## src/hdl/gre_tunnel_header_parser_assert.svh

```systemverilog
// Assertion macros used by the parser top module.
`ifndef GRE_TUNNEL_HEADER_PARSER_ASSERT_SVH
`define GRE_TUNNEL_HEADER_PARSER_ASSERT_SVH

// Same-cycle implication, disabled during reset.
`define GTP_ASSERT_IMPLY(label, clk, rst, ante, cons) \
  label: assert property (@(posedge clk) disable iff (rst) (ante) |-> (cons)) \
    else $error("parser assertion failed");

// Next-cycle implication, disabled during reset.
`define GTP_ASSERT_NEXT(label, clk, rst, ante, cons) \
  label: assert property (@(posedge clk) disable iff (rst) (ante) |=> (cons)) \
    else $error("parser assertion failed");

`endif

```

## src/hdl/gtp_pkg.sv

```systemverilog
package gtp_pkg;

  localparam logic [15:0] TYPE_IPV4 = 16'h0800;
  localparam logic [7:0]  PROTO_GRE = 8'd47;
  localparam logic [15:0] TYPE_TEB  = 16'h6558;

  localparam logic [6:0]  ETH_HDR_BYTES  = 7'd14;
  localparam logic [4:0]  GRE_BASE_BYTES = 5'd4;
  localparam logic [4:0]  GRE_OPT_BYTES  = 5'd4;
  localparam logic [6:0]  POS_MAX        = 7'd127;

  // Byte offsets inside the IPv4 and GRE headers
  localparam logic [6:0]  IP_PROTO_OFS   = 7'd9;
  localparam logic [6:0]  IP_SRC_FIRST   = 7'd12;
  localparam logic [6:0]  IP_SRC_LAST    = 7'd15;
  localparam logic [6:0]  IP_DST_FIRST   = 7'd16;
  localparam logic [6:0]  IP_DST_LAST    = 7'd19;
  localparam logic [6:0]  GRE_PROTO_HI   = 7'd2;
  localparam logic [6:0]  GRE_PROTO_LO   = 7'd3;
  localparam logic [3:0]  IHL_MIN        = 4'd5;

  // Parse phases
  localparam logic [2:0]  PH_OUTER = 3'd0;
  localparam logic [2:0]  PH_IP    = 3'd1;
  localparam logic [2:0]  PH_GRE   = 3'd2;
  localparam logic [2:0]  PH_INNER = 3'd3;
  localparam logic [2:0]  PH_DONE  = 3'd4;

  typedef struct packed {
    logic [7:0] data_byte;
    logic       last_byte;
  } item_t;

  typedef struct packed {
    logic        tunnel_ok;
    logic [31:0] outer_src_ip;
    logic [31:0] outer_dst_ip;
  } result_t;

endpackage

```

## src/hdl/gtp_in_stage.sv

```systemverilog
module gtp_in_stage
  import gtp_pkg::*;
(
  input  logic       clk,
  input  logic       rst,
  input  logic       s_tvalid,
  output logic       s_tready,
  input  logic [7:0] s_tdata,   // [7:0] data_byte
  input  logic       s_tlast,   // last_byte
  input  logic       advance,
  output logic       hold_vld,
  output item_t      hold_item
);

  assign s_tready = !hold_vld || advance;

  always_ff @(posedge clk) begin
    if (rst) begin
      hold_vld <= 1'b0;
    end else if (s_tready) begin
      hold_vld <= s_tvalid;
    end
  end

  always_ff @(posedge clk) begin
    if (s_tvalid && s_tready) begin
      hold_item.data_byte <= s_tdata;
      hold_item.last_byte <= s_tlast;
    end
  end

endmodule

```

## src/hdl/gtp_parse.sv

```systemverilog
module gtp_parse
  import gtp_pkg::*;
(
  input  logic    clk,
  input  logic    rst,
  input  logic    advance,
  input  item_t   item,
  output result_t result
);

  logic [6:0]  byte_position, byte_position_next;
  logic [2:0]  parse_phase, parse_phase_next;
  logic [5:0]  ip_header_bytes, ip_header_bytes_next;
  logic [4:0]  gre_header_bytes, gre_header_bytes_next;
  logic [15:0] field_shift, field_shift_next;
  logic [31:0] captured_src, captured_src_next;
  logic [31:0] captured_dst, captured_dst_next;
  logic        reject_flag, reject_flag_next;
  logic        complete_flag, complete_flag_next;

  logic [6:0]  ofs_ip, ofs_gre, ofs_inner;
  logic [7:0]  b;
  logic        ok;

  assign b         = item.data_byte;
  assign ofs_ip    = byte_position - ETH_HDR_BYTES;
  assign ofs_gre   = ofs_ip - {1'b0, ip_header_bytes};
  assign ofs_inner = ofs_gre - {2'b00, gre_header_bytes};

  always_comb begin
    byte_position_next    = (byte_position == POS_MAX) ? POS_MAX : byte_position + 7'd1;
    parse_phase_next      = parse_phase;
    ip_header_bytes_next  = ip_header_bytes;
    gre_header_bytes_next = gre_header_bytes;
    field_shift_next      = field_shift;
    captured_src_next     = captured_src;
    captured_dst_next     = captured_dst;
    reject_flag_next      = reject_flag;
    complete_flag_next    = complete_flag;
    if (!reject_flag) begin
      case (parse_phase)
        PH_OUTER: begin
          field_shift_next = {field_shift[7:0], b};
          if (byte_position == ETH_HDR_BYTES - 7'd1) begin
            if (field_shift_next != TYPE_IPV4) begin
              reject_flag_next = 1'b1;
            end else begin
              parse_phase_next = PH_IP;
            end
          end
        end
        PH_IP: begin
          if (ofs_ip == 7'd0) begin
            if (b[3:0] < IHL_MIN) begin
              reject_flag_next = 1'b1;
            end else begin
              ip_header_bytes_next = {b[3:0], 2'b00};
            end
          end else if (ofs_ip == IP_PROTO_OFS) begin
            if (b != PROTO_GRE) begin
              reject_flag_next = 1'b1;
            end
          end else if (ofs_ip >= IP_SRC_FIRST && ofs_ip <= IP_SRC_LAST) begin
            captured_src_next = {captured_src[23:0], b};
          end else if (ofs_ip >= IP_DST_FIRST && ofs_ip <= IP_DST_LAST) begin
            captured_dst_next = {captured_dst[23:0], b};
          end
          if (!reject_flag_next && (ofs_ip + 7'd1) == {1'b0, ip_header_bytes}) begin
            parse_phase_next = PH_GRE;
          end
        end
        PH_GRE: begin
          if (ofs_gre == 7'd0) begin
            gre_header_bytes_next = GRE_BASE_BYTES
                                  + (b[7] ? GRE_OPT_BYTES : 5'd0)
                                  + (b[5] ? GRE_OPT_BYTES : 5'd0)
                                  + (b[4] ? GRE_OPT_BYTES : 5'd0);
          end else if (ofs_gre == GRE_PROTO_HI || ofs_gre == GRE_PROTO_LO) begin
            field_shift_next = {field_shift[7:0], b};
            if (ofs_gre == GRE_PROTO_LO && field_shift_next != TYPE_TEB) begin
              reject_flag_next = 1'b1;
            end
          end
          if (!reject_flag_next && (ofs_gre + 7'd1) == {2'b00, gre_header_bytes}) begin
            parse_phase_next = PH_INNER;
          end
        end
        PH_INNER: begin
          if (ofs_inner == ETH_HDR_BYTES - 7'd1) begin
            complete_flag_next = 1'b1;
            parse_phase_next   = PH_DONE;
          end
        end
        default: begin
        end
      endcase
    end
  end

  assign ok                  = complete_flag_next && !reject_flag_next;
  assign result.tunnel_ok    = ok;
  assign result.outer_src_ip = ok ? captured_src_next : 32'd0;
  assign result.outer_dst_ip = ok ? captured_dst_next : 32'd0;

  // Clear all per-frame state after the final byte
  always_ff @(posedge clk) begin
    if (rst || (advance && item.last_byte)) begin
      byte_position    <= 7'd0;
      parse_phase      <= PH_OUTER;
      ip_header_bytes  <= 6'd0;
      gre_header_bytes <= 5'd0;
      field_shift      <= 16'd0;
      captured_src     <= 32'd0;
      captured_dst     <= 32'd0;
      reject_flag      <= 1'b0;
      complete_flag    <= 1'b0;
    end else if (advance) begin
      byte_position    <= byte_position_next;
      parse_phase      <= parse_phase_next;
      ip_header_bytes  <= ip_header_bytes_next;
      gre_header_bytes <= gre_header_bytes_next;
      field_shift      <= field_shift_next;
      captured_src     <= captured_src_next;
      captured_dst     <= captured_dst_next;
      reject_flag      <= reject_flag_next;
      complete_flag    <= complete_flag_next;
    end
  end

endmodule

```

## src/hdl/gtp_out_stage.sv

```systemverilog
module gtp_out_stage
  import gtp_pkg::*;
(
  input  logic        clk,
  input  logic        rst,
  input  logic        load,
  input  result_t     result,
  output logic        m_tvalid,
  input  logic        m_tready,
  output logic [63:0] m_tdata,  // [31:0] outer_src_ip, [63:32] outer_dst_ip
  output logic        m_tuser   // tunnel_ok
);

  always_ff @(posedge clk) begin
    if (rst) begin
      m_tvalid <= 1'b0;
    end else if (load) begin
      m_tvalid <= 1'b1;
    end else if (m_tready) begin
      m_tvalid <= 1'b0;
    end
  end

  always_ff @(posedge clk) begin
    if (load) begin
      m_tuser <= result.tunnel_ok;
      m_tdata <= {result.outer_dst_ip, result.outer_src_ip};
    end
  end

endmodule

```

## src/hdl/gre_tunnel_header_parser.sv

```systemverilog
// Channel  Signals                                  Payload (lowest bit first)
// s        s_tvalid s_tready s_tdata[7:0] s_tlast   data_byte; tlast = last_byte
// m        m_tvalid m_tready m_tdata[63:0] m_tuser  outer_src_ip, outer_dst_ip;
//                                                   tuser = tunnel_ok
//
// One byte per cycle unless a final byte waits on a stalled output register.
// Path: input register, combinational parse update, output register (drives m_tvalid).
// rst is synchronous and clears both stage valids and all per-frame state.
// A stalled result holds only the byte that ends the next frame; other bytes
// keep flowing through the parser.
module gre_tunnel_header_parser
  import gtp_pkg::*;
(
  input  logic        clk,
  input  logic        rst,
  input  logic        s_tvalid,
  output logic        s_tready,
  input  logic [7:0]  s_tdata,   // [7:0] data_byte
  input  logic        s_tlast,   // last_byte
  output logic        m_tvalid,
  input  logic        m_tready,
  output logic [63:0] m_tdata,   // [31:0] outer_src_ip, [63:32] outer_dst_ip
  output logic        m_tuser    // tunnel_ok
);

  logic    hold_vld;
  item_t   hold_item;
  logic    advance;
  logic    load;
  result_t result;

  // Advance unless a final byte must wait for the output register
  assign advance = hold_vld && (!hold_item.last_byte || !m_tvalid || m_tready);
  assign load    = advance && hold_item.last_byte;

  gtp_in_stage u_in (
    .clk       (clk),
    .rst       (rst),
    .s_tvalid  (s_tvalid),
    .s_tready  (s_tready),
    .s_tdata   (s_tdata),
    .s_tlast   (s_tlast),
    .advance   (advance),
    .hold_vld  (hold_vld),
    .hold_item (hold_item)
  );

  gtp_parse u_parse (
    .clk     (clk),
    .rst     (rst),
    .advance (advance),
    .item    (hold_item),
    .result  (result)
  );

  gtp_out_stage u_out (
    .clk      (clk),
    .rst      (rst),
    .load     (load),
    .result   (result),
    .m_tvalid (m_tvalid),
    .m_tready (m_tready),
    .m_tdata  (m_tdata),
    .m_tuser  (m_tuser)
  );

`include "gre_tunnel_header_parser_assert.svh"

  `GTP_ASSERT_IMPLY(a_reject_zero_addr, clk, rst, m_tvalid && !m_tuser, m_tdata == 64'd0)
  `GTP_ASSERT_NEXT(a_last_gives_result, clk, rst, load, m_tvalid)
  `GTP_ASSERT_IMPLY(a_stall_only_on_last, clk, rst, !s_tready, hold_vld && hold_item.last_byte && m_tvalid && !m_tready)

endmodule

```

## config.mk

```make
export PLATFORM = sky130hd
export DESIGN_NAME = gre_tunnel_header_parser
export DESIGN_NICKNAME = d
export VERILOG_FILES = /design/src/hdl/gtp_pkg.sv /design/src/hdl/gtp_in_stage.sv /design/src/hdl/gtp_parse.sv /design/src/hdl/gtp_out_stage.sv /design/src/hdl/gre_tunnel_header_parser.sv
export VERILOG_INCLUDE_DIRS = /design/src /design/src/hdl
export SDC_FILE = /design/constraint.sdc
export NUM_CORES = 1
export LEC_CHECK = 0
export ABC_AREA = 1
export BUFFER_PORTS_ARGS = -buffer_cell sky130_fd_sc_hd__clkbuf_2
export CORE_ASPECT_RATIO = 1.25
export CORE_MARGIN = 2
export CORE_UTILIZATION = 40
export CTS_CLUSTER_DIAMETER = 150
export DETAILED_ROUTE_END_ITERATION = 12
export PLACE_DENSITY_LB_ADDON = 0.3
export SLEW_MARGIN = 20
export SYNTH_ARGS = -nofsm -noshare
export SYNTH_HDL_FRONTEND = slang
export SYNTH_SLANG_ARGS = --single-unit
```

## constraint.sdc

```tcl
create_clock -name clk -period 3.9 [get_ports clk]
set_input_delay 0.195 -clock clk [delete_from_list [all_inputs] [get_ports clk]]
set_output_delay 0.195 -clock clk [all_outputs]
set_load 0.05 [all_outputs]
```

# After elaboration in Yosys (flattened, before gate mapping)
# Cells that the tools add are included.
word_totals:
  output_inout_bits: 67
  word_cells: 126
  inputBits: 13
  register_bits: 169
op_classes:
  n_bitwise: 2
  n_reduce_logical: 30
  muxes: 44
  n_lt_le_gt_ge: 5
  n_addsub: 9
  n_eq_ne: 21
ops:
  columns: ["operator", "count"]
  rows:
  - ["32-bit 2-to-1 mux", 11]
  - ["3-bit 2-to-1 mux", 8]
  - ["7-bit by 1-bit adder with 7-bit output (second input constant)", 3]
  - ["7-bit by 4-bit equality test with 1-bit output (second input constant)", 3]
  - ["1-bit 2-to-1 mux", 19]
  - ["8-bit 2-to-1 mux", 2]
  - ["16-bit by 12-bit inequality test with 1-bit output (second input constant)", 1]
  - ["16-bit by 15-bit inequality test with 1-bit output (second input constant)", 1]
  - ["8-bit case mux with 2 select lines", 1]
  - ["7-bit by 2-bit equality test with 1-bit output (second input constant)", 2]
  - ["7-bit logical NOT", 2]
  - ["3-bit case mux with 4 select lines", 1]
  - ["5-bit adder", 2]
  - ["2-bit by 1-bit inequality test with 1-bit output (second input constant)", 5]
  - ["5-bit AND reduction", 2]
  - ["1-bit logical AND", 9]
  - ["8-bit by 6-bit inequality test with 1-bit output (second input constant)", 1]
  - ["8-bit AND reduction", 1]
  - ["7-bit by 5-bit equality test with 1-bit output", 1]
  - ["7-bit by 6-bit equality test with 1-bit output", 1]
  - ["7-bit equality test (second input constant)", 1]
  - ["7-bit by 4-bit >= comparator with 1-bit output (second input constant)", 1]
  - ["7-bit by 5-bit >= comparator with 1-bit output (second input constant)", 1]
  - ["7-bit by 4-bit <= comparator with 1-bit output (second input constant)", 1]
  - ["other kinds (18)", 31]

# Longest topological paths before layout
logic_depth:
  word_depth: 13
  mapped_depth: 23
  depth_no_buf: 23

# Cells and area by module
# Synthesis repeated with hierarchy kept, for this count alone.
unflattened:
  cells_unflattened: 1106
  area_unflattened_um2: 8480.6
by_module_without_submodules:
  columns: ["mod", "cells_each", "instances", "seq_area_each_um2", "area_per_inst_um2"]
  rows:
  - ["gtp_parse", 1015, 1, 1821.7, 6137.1]
  - ["gtp_out_stage", 70, 1, 1971.9, 1991.9]
  - ["gtp_in_stage", 15, 1, 290.3, 317.8]
  - ["gre_tunnel_header_parser", 6, 1, 0.0, 33.8]

# Worst setup path after synthesis
# OpenSTA, ideal clock, no wires.
synth_path:
  path_kind: "register -> register"
  start: "register u_parse.byte_position[1]"
  end: "register u_out.m_tdata[55] (data pin)"
  path_slack_ps: 425
  path_buffers: 2
  setup_ps: 258
  arrival_time_ps: 3217
  stages_incl_launch_ff: 23
  required_time_ps: 3642
  cell_sequence: "dfxtp_1 -> inv_1 -> ha_1 -> inv_1 -> ha_1 -> fa_1 -> inv_1 -> nand2_1 -> nand2_1 -> inv_1 -> ha_1 -> or2_2 -> o21bai_1 -> inv_1 -> nor2_1 -> nor2_1 -> nand3_1 -> nand3b_1 -> o21ai_1 -> nand2_1 -> buf_4 -> buf_6 -> nor2_1"
synth_via:
  elab_chain_cells: 13
  elab_cells_between_ends: 41
synth_lines:
  columns: ["element", "line_no", "source"]
  rows:
  - ["start: declaration", "gtp_parse.sv:11", "logic [6:0] byte_position, byte_position_next;"]
  - ["start signal: assignment", "gtp_parse.sv:118", "byte_position <= byte_position_next;"]
  - ["7-bit by 4-bit subtractor with 7-bit output", "gtp_parse.sv:26", "assign ofs_ip = byte_position - ETH_HDR_BYTES;"]
  - ["7-bit by 6-bit subtractor with 7-bit output", "gtp_parse.sv:27", "assign ofs_gre = ofs_ip - {1'b0, ip_header_bytes};"]
  - ["7-bit by 2-bit equality test with 1-bit output", "gtp_parse.sv:78, gtp_parse.sv:80", null]
  - ["1-bit logical AND", "gtp_parse.sv:80", "if (ofs_gre == GRE_PROTO_LO && field_shift_next != TYPE_TEB) begin"]
  - ["1-bit 2-to-1 mux", "gtp_parse.sv:80", null]
  - ["1-bit 2-to-1 mux", "gtp_parse.sv:78", "end else if (ofs_gre == GRE_PROTO_HI || ofs_gre == GRE_PROTO_LO) begin"]
  - ["1-bit 2-to-1 mux", "gtp_parse.sv:73", "if (ofs_gre == 7'd0) begin"]
  - ["1-bit 2-to-1 mux", "gtp_parse.sv:41", "case (parse_phase)"]
  - ["1-bit 2-to-1 mux", "gtp_parse.sv:40", "if (!reject_flag) begin"]
  - ["1-bit case mux with 3 select lines", "gtp_parse.sv:41", null]
  - ["1-bit 2-to-1 mux", "gtp_parse.sv:40", null]
  - ["1-bit logical NOT", "gtp_parse.sv:100", "assign ok = complete_flag_next && !reject_flag_next;"]
  - ["1-bit logical AND", "gtp_parse.sv:100", null]
  - ["end signal: assignment", "gtp_out_stage.sv:27", "m_tdata <= {result.outer_dst_ip, result.outer_src_ip};"]
  - ["end: declaration", "gtp_out_stage.sv:10", "output logic [63:0] m_tdata,"]
# Parallel ways exist; a longest one is shown, timed or not. The select of a mux whose other input is x is not followed.
# A chain may end at the register's enable or synchronous reset.

# Worst setup path in the final report
layout_path:
  start: "register u_parse.byte_position[1]"
  end: "register u_out.m_tdata[32] (data pin)"
# The elaborated chain is that of the path after synthesis.

==> impl_metrics.csv <==
group,metric,value,unit
cts,insertion_delay,0.43,ns
placement,dpl_worst_slack,0.1845,ns
floorplanning,rows,59,
timing,fin_setup_tns,0,ns
grt,grtUsageTotal,0.1848,
grt,grt_pass1_vias,6383,
logic_synthesis,synth-simple-area-share,0.2293,
floorplanning,core-area,20600,sq um
cts,clockBufferDepth,2,
floorplanning,die_w,133.0,um
worst_setup_path,cp-end-kind,"flop",
logic_synthesis,ys_seq_elements,167,
worst_setup_path,reg2reg_to,"u_out.m_tdata[32]",
detailed_routing,vias_per_cell,4.884,
logic_synthesis,synth_edf_count,74,
logic_synthesis,post-synth-top-count-cell,"nand2_1",
worst_setup_path,startpoint,"u_parse.byte_position[1]",
placement,dpl.cell_count,1337,
detailed_routing,first_pass_iters,4,
worst_setup_path,path_class,"flop to flop",
detailed_routing,routed_wl,19800,um
worst_setup_path,arrival,3.72,ns
logic_synthesis,synth-seq-area-share,0.4910,
detailed_routing,drc,0,
logic_synthesis,synth_xor_area_frac,0.005266,
logic_synthesis,syn_avg_cell_area,8.210,sq um
cts,cts_htree_levels,4,
worst_setup_path,cp_top_family,"adder cells",
timing,tightest_slew,0.7974,ns
logic_synthesis,synth_cell_type_count,41,
cts,clkSinkCount,167,
cts,cts_tree,"yes",
timing,max_slew_margin,0.4684,
final_layout,final_nets,1128,
worst_setup_path,cp-endpoint,"u_out.m_tdata[32]",
worst_setup_path,r2r_start,"u_parse.byte_position[1]",
final_layout,layout-drive-gt1-share,0.1798,
timing,slew_violations,0,
worst_setup_path,start_kind,"flop",
cts,clock_tree.root_cell,"clkbuf_16",
timing,max_freq,0.2821,GHz
grt,grt_pass1_wl,31810,um
timing,finalSetupViolations,0,
floorplanning,io_pins,80,
logic_synthesis,yosysTopAreaCellShare,0.2672,
worst_setup_path,max_stage_delay,0.59,ns
power,ir_worst_vdd,0.2602,mV
power,powerDensity,402.8,nW/um^2
detailed_routing,vias,6745,
placement,port_buffers,79,
final_layout,n_antenna_cell,0,
placement,dp.final_hpwl,13690,um
job,cap_violations,0,
detailed_routing,avgRoutedWirePerCell,14.33,um
floorplanning,initial_utilization,0.4038,
worst_setup_path,path_common_cell,"inv_1",
timing,layout_min_cycle_time,3.544,ns
logic_synthesis,synth_top_family_by_area,"simple AND/OR/NAND/NOR gates",
logic_synthesis,yosys.area_share.adder,0.03250,
logic_synthesis,synth_ff_type,"dfxtp_1",
power,p_leak,4.390,nW
worst_setup_path,path_buf_inv,6,
final_layout,syn_to_final_growth,16.52,%
floorplanning,die_area,21970,sq um
detailed_routing,ant_nets,0,
worst_setup_path,r2r_slack,0.36,ns
logic_synthesis,synth_common_cells,"nand2_1, inv_1, nor2_1, dfxtp_1, edfxtp_1",
grt,antenna_found_initial,0,
final_layout,stdcell_area,9691,sq um
logic_synthesis,synthMuxAreaShare,0.001204,
grt,grt-ovfl-total,0,
cts,numCtsBuffers,17,
worst_setup_path,crit_fanout,15,
logic_synthesis,synth_compound_area_frac,0.1348,
hold_path,hold_class,"input port to flop",
cts,clk_pin_slew,0.06,ns
logic_synthesis,yosysWarnings,0,
detailed_routing,first_iter_violations,415,
logic_synthesis,syn_nets,1047,
worst_setup_path,r2r_cells,19,
logic_synthesis,synth_cells,1013,
run_status,status,"finished, final reports clean",
logic_synthesis,ys_async_sr_fraction,0,
final_layout,stdcell_count,1381,
worst_setup_path,crit_slowest_cell,"fa_2",
logic_synthesis,ys_top_cells_by_area,"edfxtp_1, dfxtp_1, nand2_1",
placement,place.gp.congestion,0.8936,
timing,rsz0062_at_grt,"no",
worst_setup_path,crit_chain,"inv_1, ha_1, inv_1, ha_1, fa_2, inv_1, ha_1, or2_2, o21bai_1, inv_1, nor2_1, nor2_1, nand3_1, nand3b_1, o21ai_1, nand2_2, buf_12, clkbuf_16, nor2_1",
placement,place_area,8964,sq um
timing,fin_ws,0.3557,ns
grt,grt_max_degree,82,
worst_setup_path,crit_cells,19,
logic_synthesis,syn_area,8317,sq um
logic_synthesis,yosys.area.top_type,"edfxtp_1",
timing,fin_skew,0.01334,ns
worst_setup_path,crit_required,4.08,ns
timing,period_share,0.9088,
floorplanning,fp.dieH,165.2,um
timing,hold_violations,0,
-- metrics by stage --
stage | hold WS (ns) | power, mW | utilization
detailed placement | 0.3773 | 2.298 | 0.4352
global route | 0.07703 | 4.054 | 0.4705
CTS | 0.01419 | 3.943 | 0.4675
finish | 0.03183 | 3.904 | 0.4705
floorplan | 0.2641 | 2.208 | -
global placement | 0.3767 | 2.294 | 0.4352
-- report_power, final --
| group | switching (mW) | internal (mW) | leakage [nW] |
|---|---|---|---|
| logic | 0.223 | 0.101 | 2.65 |
| registers | 0.0530 | 1.89 | 1.47 |
| clock network | 0.730 | 0.908 | 0.269 |
| total | 1.01 | 2.90 | 4.39 |
-- state kept, by name (all words and copies together) (netlist names) --
signal	flops
u_out.m_tdata	64
u_parse.captured_dst	32
u_parse.captured_src	32
u_in.hold_item	9
u_parse.field_shift	8
u_parse.byte_position	7
u_parse.ip_header_bytes	4
u_parse.gre_header_bytes	3
u_parse.parse_phase	3
u_in.hold_vld	1
u_out.m_tuser	1
u_out.m_tvalid	1
u_parse.complete_flag	1
u_parse.reject_flag	1
-- tightest hold or removal path: stages --
cell and delay (ns):
clkbuf_2 0.08, nand2_1 0.08, a21oi_1 0.07
-- worst min-delay path by stage --
stage                     startpoint                end  slack, ns  cells after the start
after floorplan                  rst      u_in.hold_vld       0.26                      1
after global placement       s_tlast  u_in.hold_item[0]       0.38                      1
after detailed placement         rst      u_in.hold_vld       0.38                      2
after CTS                   s_tvalid      u_in.hold_vld       0.01                      3
after global routing        s_tvalid      u_in.hold_vld       0.08                      3
final                       s_tvalid      u_in.hold_vld       0.03                      3
-- layout make-up --
cell class | count | area [sq um]
Multi-Input combinational cell | 636 | 3359
Sequential cell | 167 | 4091
Timing Repair Buffer | 106 | 706.9
Fill cell | 2013 | 10910
Clock inverter | 12 | 118.9
Inverter | 166 | 624.3
Clock buffer | 20 | 446.7
Tap cell | 274 | 342.8
-- timing repair --
action | 4_1_cts | 5_1_grt
hold buffers | 10 | 0
hold endpoints to repair | 10 | 0
endpoints found under the setup margin | 0 | 64
gates resized for setup | 0 | 7
buffers inserted | 0 | 1
-- layer usage --
metal / routed length (um) / track usage / share of wire / vias up
li1: - / - / - / 3465
met1: 8571 / 0.2154 / 0.43 / 3116
met5: 0 / 0 / 0 / -
met3: 748 / 0.04090 / 0.038 / 48
met4: 835 / 0.09971 / 0.042 / 0
met2: 9639 / 0.3182 / 0.49 / 116
-- logic make-up (layout without fill, tap and decap cells) --
family | count (synthesis) | count (layout)
AND/OR/NAND/NOR | 441 | 441
AO/OA/AOI/OAI | 168 | 168
XOR/XNOR | 5 | 5
adder cells (fa/ha/maj) | 21 | 21
multiplexers | 1 | 1
buffers and inverters | 210 | 304
flip-flops | 167 | 167
-- cells in the final DEF (no fill, tap or decap), types with 7 or more instances in the layout --
cell type      netlist  routed
nand2_1            205     203
inv_1              158     157
nor2_1             131     131
dfxtp_1             93      91
clkbuf_2             0      79
edfxtp_1            74      74
o211ai_1            64      64
nand3_1             43      43
a21oi_1             39      39
ha_1                20      20
o21ai_1             18      18
clkbuf_16            0      18
a21oi_2             16      16
nor2_2              15      15
o21ai_0             14      14
o21ai_2             14      14
nand4_1             12      12
nor3_1              10      10
dlygate4sd3_1        0      10
buf_4                2      10
inv_2                8       8
nand2_2              5       7
No activity file was read; power rests on OpenSTA's default activity.
